**src/tct_pkg.sv**
```systemverilog
// shared types and constants of the table charset transcoder
package tct_pkg;

   localparam int SYMBOL_BYTES = 3;
   localparam int SYMBOL_WIDTH = 8 * SYMBOL_BYTES;

   localparam logic [1:0] REQ_LOAD   = 2'd0;
   localparam logic [1:0] REQ_ENCODE = 2'd1;
   localparam logic [1:0] REQ_DECODE = 2'd2;

   localparam logic [1:0] CSR_NEWLINE_LENGTH = 2'd0;
   localparam logic [1:0] CSR_NEWLINE_FIRST  = 2'd1;
   localparam logic [1:0] CSR_NEWLINE_SECOND = 2'd2;

   localparam logic [7:0] CODE_CR   = 8'h0d;
   localparam logic [7:0] CODE_LF   = 8'h0a;
   localparam logic [7:0] CODE_EOF  = 8'h1a;
   localparam logic [7:0] CODE_NONE = 8'h20;
   localparam logic [7:0] CONT_MASK = 8'hc0;
   localparam logic [7:0] CONT_MARK = 8'h80;

   localparam logic [1:0] NEWLINE_LENGTH_RESET = 2'd1;
   localparam logic [7:0] NEWLINE_FIRST_RESET  = 8'h0a;
   localparam logic [7:0] NEWLINE_SECOND_RESET = 8'h00;

   typedef enum logic [2:0] {
      ST_IDLE,
      ST_ENC_SELECT,
      ST_ENC_SCAN,
      ST_ENC_EMIT,
      ST_DEC_READ,
      ST_DEC_LATCH,
      ST_DEC_EMIT
   } tct_state_type;

   typedef struct packed {
      logic       ready;
      logic [1:0] job_sel;
      logic       load_special;
      logic       scan_start;
      logic       scan_run;
      logic       enc_push;
      logic       dec_latch;
      logic       dec_push;
   } tct_cmd_type;

   typedef struct packed {
      logic       accept;
      logic [1:0] kind;
      logic       job_planned;
      logic       job_special;
      logic       job_last;
      logic       scan_hit;
      logic       scan_end;
      logic       slot_free;
      logic       dec_empty;
      logic       dec_last;
   } tct_status_type;

endpackage

```
**src/tct_controller.sv**
```systemverilog
// controller: sequences lookups, table scans and result pushes
module tct_controller
   import tct_pkg::*;
(
   input  logic           clock,
   input  logic           reset,
   input  tct_status_type status,
   output tct_cmd_type    cmd
);

   tct_state_type state_ff, state_in;
   logic [1:0] job_ff, job_in;

   always_ff @(posedge clock) begin
      if (reset) begin
         state_ff <= ST_IDLE;
         job_ff <= 2'd0;
      end else begin
         state_ff <= state_in;
         job_ff <= job_in;
      end
   end

   // next state
   always_comb begin
      state_in = state_ff;
      job_in = job_ff;
      unique case (state_ff)
         ST_IDLE: begin
            job_in = 2'd0;
            if (status.accept) begin
               case (status.kind)
                  REQ_ENCODE: state_in = ST_ENC_SELECT;
                  REQ_DECODE: state_in = ST_DEC_READ;
                  default:    state_in = ST_IDLE;
               endcase
            end
         end
         ST_ENC_SELECT: begin
            if (!status.job_planned) begin
               if (job_ff == 2'd2) begin
                  state_in = ST_IDLE;
               end else begin
                  job_in = job_ff + 2'd1;
               end
            end else if (status.job_special) begin
               state_in = ST_ENC_EMIT;
            end else begin
               state_in = ST_ENC_SCAN;
            end
         end
         ST_ENC_SCAN: begin
            if (status.scan_hit || status.scan_end) begin
               state_in = ST_ENC_EMIT;
            end
         end
         ST_ENC_EMIT: begin
            if (status.slot_free) begin
               if (status.job_last) begin
                  state_in = ST_IDLE;
               end else begin
                  job_in = job_ff + 2'd1;
                  state_in = ST_ENC_SELECT;
               end
            end
         end
         ST_DEC_READ: state_in = ST_DEC_LATCH;
         ST_DEC_LATCH: state_in = ST_DEC_EMIT;
         ST_DEC_EMIT: begin
            if (status.dec_empty) begin
               state_in = ST_IDLE;
            end else if (status.slot_free && status.dec_last) begin
               state_in = ST_IDLE;
            end
         end
         default: state_in = ST_IDLE;
      endcase
   end

   // outputs
   always_comb begin
      cmd = '0;
      cmd.job_sel = job_ff;
      unique case (state_ff)
         ST_IDLE: cmd.ready = 1'b1;
         ST_ENC_SELECT: begin
            cmd.load_special = status.job_planned && status.job_special;
            cmd.scan_start = status.job_planned && !status.job_special;
         end
         ST_ENC_SCAN: cmd.scan_run = 1'b1;
         ST_ENC_EMIT: cmd.enc_push = status.slot_free;
         ST_DEC_READ: ;
         ST_DEC_LATCH: cmd.dec_latch = 1'b1;
         ST_DEC_EMIT: cmd.dec_push = status.slot_free && !status.dec_empty;
         default: ;
      endcase
   end

endmodule

```
**config.mk**
```make
export PLATFORM = sky130hd
export DESIGN_NAME = tct_controller
export DESIGN_NICKNAME = d
export VERILOG_FILES = /design/src/tct_pkg.sv /design/src/tct_controller.sv
export SDC_FILE = /design/constraint.sdc
export NUM_CORES = 1
export LEC_CHECK = 0
export BUFFER_PORTS_ARGS = -buffer_cell sky130_fd_sc_hd__buf_2
export CORE_AREA = 3 3 40 42
export CTS_BUF_LIST = sky130_fd_sc_hd__clkbuf_8
export CTS_CLUSTER_SIZE = 10
export DETAILED_ROUTE_END_ITERATION = 8
export DIE_AREA = 0 0 43 45
export GPL_ROUTABILITY_DRIVEN = 1
export HOLD_SLACK_MARGIN = 0.12
export PLACE_DENSITY = 0.64
export RECOVER_POWER = 50
export SLEW_MARGIN = 20
export SYNTH_ARGS = -nofsm -noshare
export SYNTH_HDL_FRONTEND = slang
export SYNTH_SLANG_ARGS = --single-unit
```
**constraint.sdc**
```tcl
create_clock -name clock -period 3.7 [get_ports clock]
set_input_delay 1.11 -clock clock [delete_from_list [all_inputs] [get_ports clock]]
set_output_delay 1.11 -clock clock [all_outputs]
set_load 0.005 [all_outputs]
```
Yosys cells after proc, flatten, opt, wreduce, memory -nomap -nowiden --
Cells that the tools add are included.
Word-level totals: flip-flop bits (word level) 5, bits of input ports 13, output and inout bits 9, logic and storage cells 53
Cells by class: add/subtract/negate cells 1, eq/ne operators 17, mux-type cells 22, reductions and logical operators 11
Operators by type and width (count):
- 2-to-1 mux 3 bit | 7
- one-hot mux 3 bit (7 select lines) | 1
- inequality test 2 bit, second input constant | 6
- 2-to-1 mux 2 bit | 5
- AND reduction 5 bit | 2
- equality test 3 bit, second input constant | 3
- 2-to-1 mux 1 bit | 7
- equality test 3 x 2 -> 1 bit, second input constant | 2
- inequality test 3 bit, second input constant | 2
- one-hot mux 2 bit (3 select lines) | 1
- one-hot mux 3 bit (2 select lines) | 1
- equality test 2 bit, second input constant | 2
- logical AND 1 bit | 4
- equality test 3 x 1 -> 1 bit, second input constant | 1
- zero test 3 bit | 1
- nonzero test 3 bit | 1
- adder 2 x 1 -> 2 bit, second input constant | 1
- equality test 2 x 1 -> 1 bit, second input constant | 1
- zero test 1 bit | 2
- logical OR 1 bit | 1

Depth between registers and ports, before layout --
word-level depth 4, gate-level depth with buffers 6, depth with buffers taken out 6

Worst setup path after synthesis --
No wires, ideal clock.
path kind input port to output port, start point input port status[2] (netlist name), end point output port cmd[0] (netlist name), arrival time 1.461 ns, required time 2.590 ns, slack 1.129 ns, stages on the path 2, buffers on the path 0, cell sequence nand2_1 nor4b_1
RTL lines:
- start, declared | line tct_controller.sv:7 | input tct_status_type status,
- end, declared | line tct_controller.sv:8 | output tct_cmd_type cmd

==> impl_metrics.py <==
metrics = {
    "routing": {
        "drtAntennaViolNets": 0,
        "drtIter0Drc": 5,
        "drt_wl_total_mm": 1.10,
        "vias": 476,
        "wl_met2_um": 479,
        "top_layer_used": "met4",
        "wl_met3_um": 71,
        "wl_met1_um": 537,
        "vias_per_cell": 5.17,
        "drc": 0,
        "dr.pass1.iters": 4,
        "wl_per_cell_um": 12.0,
    },
    "power": {
        "powerDensity_nw_per_um2": 601,
        "ir_worst_vdd_uv": 303,
        "leakage_uw": 0.000267,
    },
    "timing": {
        "rsz0062_at_grt": "false",
        "worstMarginPinSlew_ns": 0.471,
        "finalMaxSlewViolations": 0,
        "period_minus_slack_ns": 2.93,
        "finalCritPeriodShare_pct": 79.2,
        "fin_tns_setup_ns": 0,
        "fmax_ghz": 0.341,
        "hold_slack_ns": 0.626,
        "maxSlewHeadroom_pct": 68.5,
        "hold_viol_final": 0,
        "skew_ns": 0.00189,
        "setup_viol": 0,
    },
    "logic_synthesis": {
        "avgSynthCellArea_um2": 7.81,
        "seq_area_frac_synth_pct": 23.7,
        "synth_cells": 54,
        "synth_compound_area_share_pct": 23.4,
        "synth_xor_xnor_area_share_pct": 0,
        "synth_top_family_by_area": "simple AND/OR/NAND/NOR gates",
        "synth.area.top_cells": "dfxtp_1 (24%), mux2_1 (5.3%), nor2_1 (5.3%)",
        "synth-edff-count": 0,
        "synth-main-ff-cell": "dfxtp_1",
        "ys_seq_elements": 5,
        "netlist-cell-type-count": 32,
        "yosys_warnings": 0,
        "syn_nets": 68,
        "yosys.area_share.simple_pct": 37.1,
        "synth_top_area_cell": "dfxtp_1",
        "muxShareOfSynthArea_pct": 7.72,
        "syn_area_um2": 422,
        "ys_async_sr_fraction_pct": 0,
        "synthAdderAreaFrac_pct": 2.97,
        "netlist.area_leader.share_pct": 23.7,
    },
    "clock_tree": {
        "cts-resized-gates": 0,
        "postCtsHoldBufs": 0,
        "cts_tree": "done",
        "htree_levels": 1,
        "clock_latency_ns": 0.22,
        "cts_root_buffer": "clkbuf_8",
        "clockBufferDepth": 2,
        "cts_buffers": 3,
        "clock_sinks": 5,
        "clk_pin_slew_worst_paths_ns": 0.03,
        "cts_setup_buffers": 0,
    },
    "finish": {
        "drive_gt1_share_pct": 31.2,
        "nNetsFinal": 92,
        "areaGrowthSynthToFinish_pct": 35.9,
        "insertedDiodeCount": 0,
        "fillers": 147,
        "final_cell_mix": "buf_2 (19), nor2_1 (6), dfxtp_1 (5)",
        "final_common_cell": "buf_2",
    },
    "floorplan": {
        "start_util_pct": 32.8,
        "dieArea_um2": 1940,
        "core-area_um2": 1280,
        "rows": 13,
        "ioPinCount": 22,
        "die_h_um": 45,
        "fp.dieW_um": 43,
    },
    "status": {
        "status": "complete, no violations",
    },
    "setup_path": {
        "critPathRequiredTime_ns": 2.59,
        "arrival_ns": 1.82,
        "start_kind": "primary input",
        "rr_worst_depth": 5,
        "crit_fanout": 5,
        "path_class": "in2out",
        "endpoint_kind": "output port",
    },
    "hold_path": {
        "holdPathStages": 2,
        "hold_path_class": "reg2reg",
    },
    "global_routing": {
        "antenna_found_initial": 0,
        "grt_pass1_vias": 448,
        "overflow": 0,
        "grt_pass1_wl_mm": 1.93,
        "grt_usage_pct": 13.3,
        "grt_max_degree": 17,
    },
    "placement": {
        "portBuffers": 21,
        "dpl.hpwl_um": 866,
        "place.gp.congestion": 0.779,
    },
    "job": {
        "cap_violations": 0,
    },
}
[critical path, cell delays in order]
cell and delay (ns):
clkbuf_1 0.20, nand2_1 0.10, nor4b_1 0.25, buf_2 0.16
[per-layer routing]
metal	global-route usage, %	up-vias
li1	-	248
met1	17.1	212
met2	19.8	14
met3	1.99	2
met4	10.8	0
met5	0	-
[flip-flops by register name, summed over array words and instances, names as in the netlist]
register,cells
state_ff,3
job_ff,2
[cell type report]
cell class	count	area, um2	share of cell area [%]
clock buffer	3	41.3	7.21
clock inverter	1	3.75	0.655
inverter	3	11.3	1.97
multi-input combinational	44	295	51.5
sequential	5	100	17.5
tap	15	18.8	3.28
timing repair buffer	21	103	17.9
[cells by family (layout without fill, tap and decap cells)]
group / count (synthesis) / in the layout
and+or+nand+nor: 27 / 27
muxes: 3 / 3
buffers and inverters: 5 / 28
DFF: 5 / 5
adders and majority gates: 1 / 1
AOI/OAI and AO/OA: 13 / 13
[report_power, final]
group	switching, uW	internal (uW)
registers	35.8	68.8
clock network	24.0	70.9
logic	73.0	72.1
[cell usage after synthesis, drive strengths merged (2+ instances only)]
master / number
a211oi: 3
mux2: 2
inv: 3
nor2: 6
nor3: 4
nand2: 2
nand2b: 3
buf: 2
and2: 2
nor2b: 3
dfxtp: 5
o21ai: 2
[metrics by stage]
step	area (um2)	power, uW	worst slack (ns)	cells	util, %
final	573	344	0.770	92	44.6
after global routing	573	378	0.687	92	44.6
after CTS	581	355	0.846	92	45.2
after detailed placement	536	256	0.855	88	41.7
after global placement	536	253	0.862	88	41.7
after floorplan	422	209	1.13	54	-
[worst paths after layout]
path,slack [ns],end,from
max,0.77,cmd[0],status[2]
min,0.63,state_ff[2]$_SDFFE_PP0P_,state_ff[2]$_SDFFE_PP0P_
max reg2reg,2.00,job_ff[1]$_SDFFE_PP0P_,job_ff[0]$_SDFFE_PP0P_
min reg2reg,0.63,state_ff[2]$_SDFFE_PP0P_,state_ff[2]$_SDFFE_PP0P_
Power figures use the tool's default switching activity.
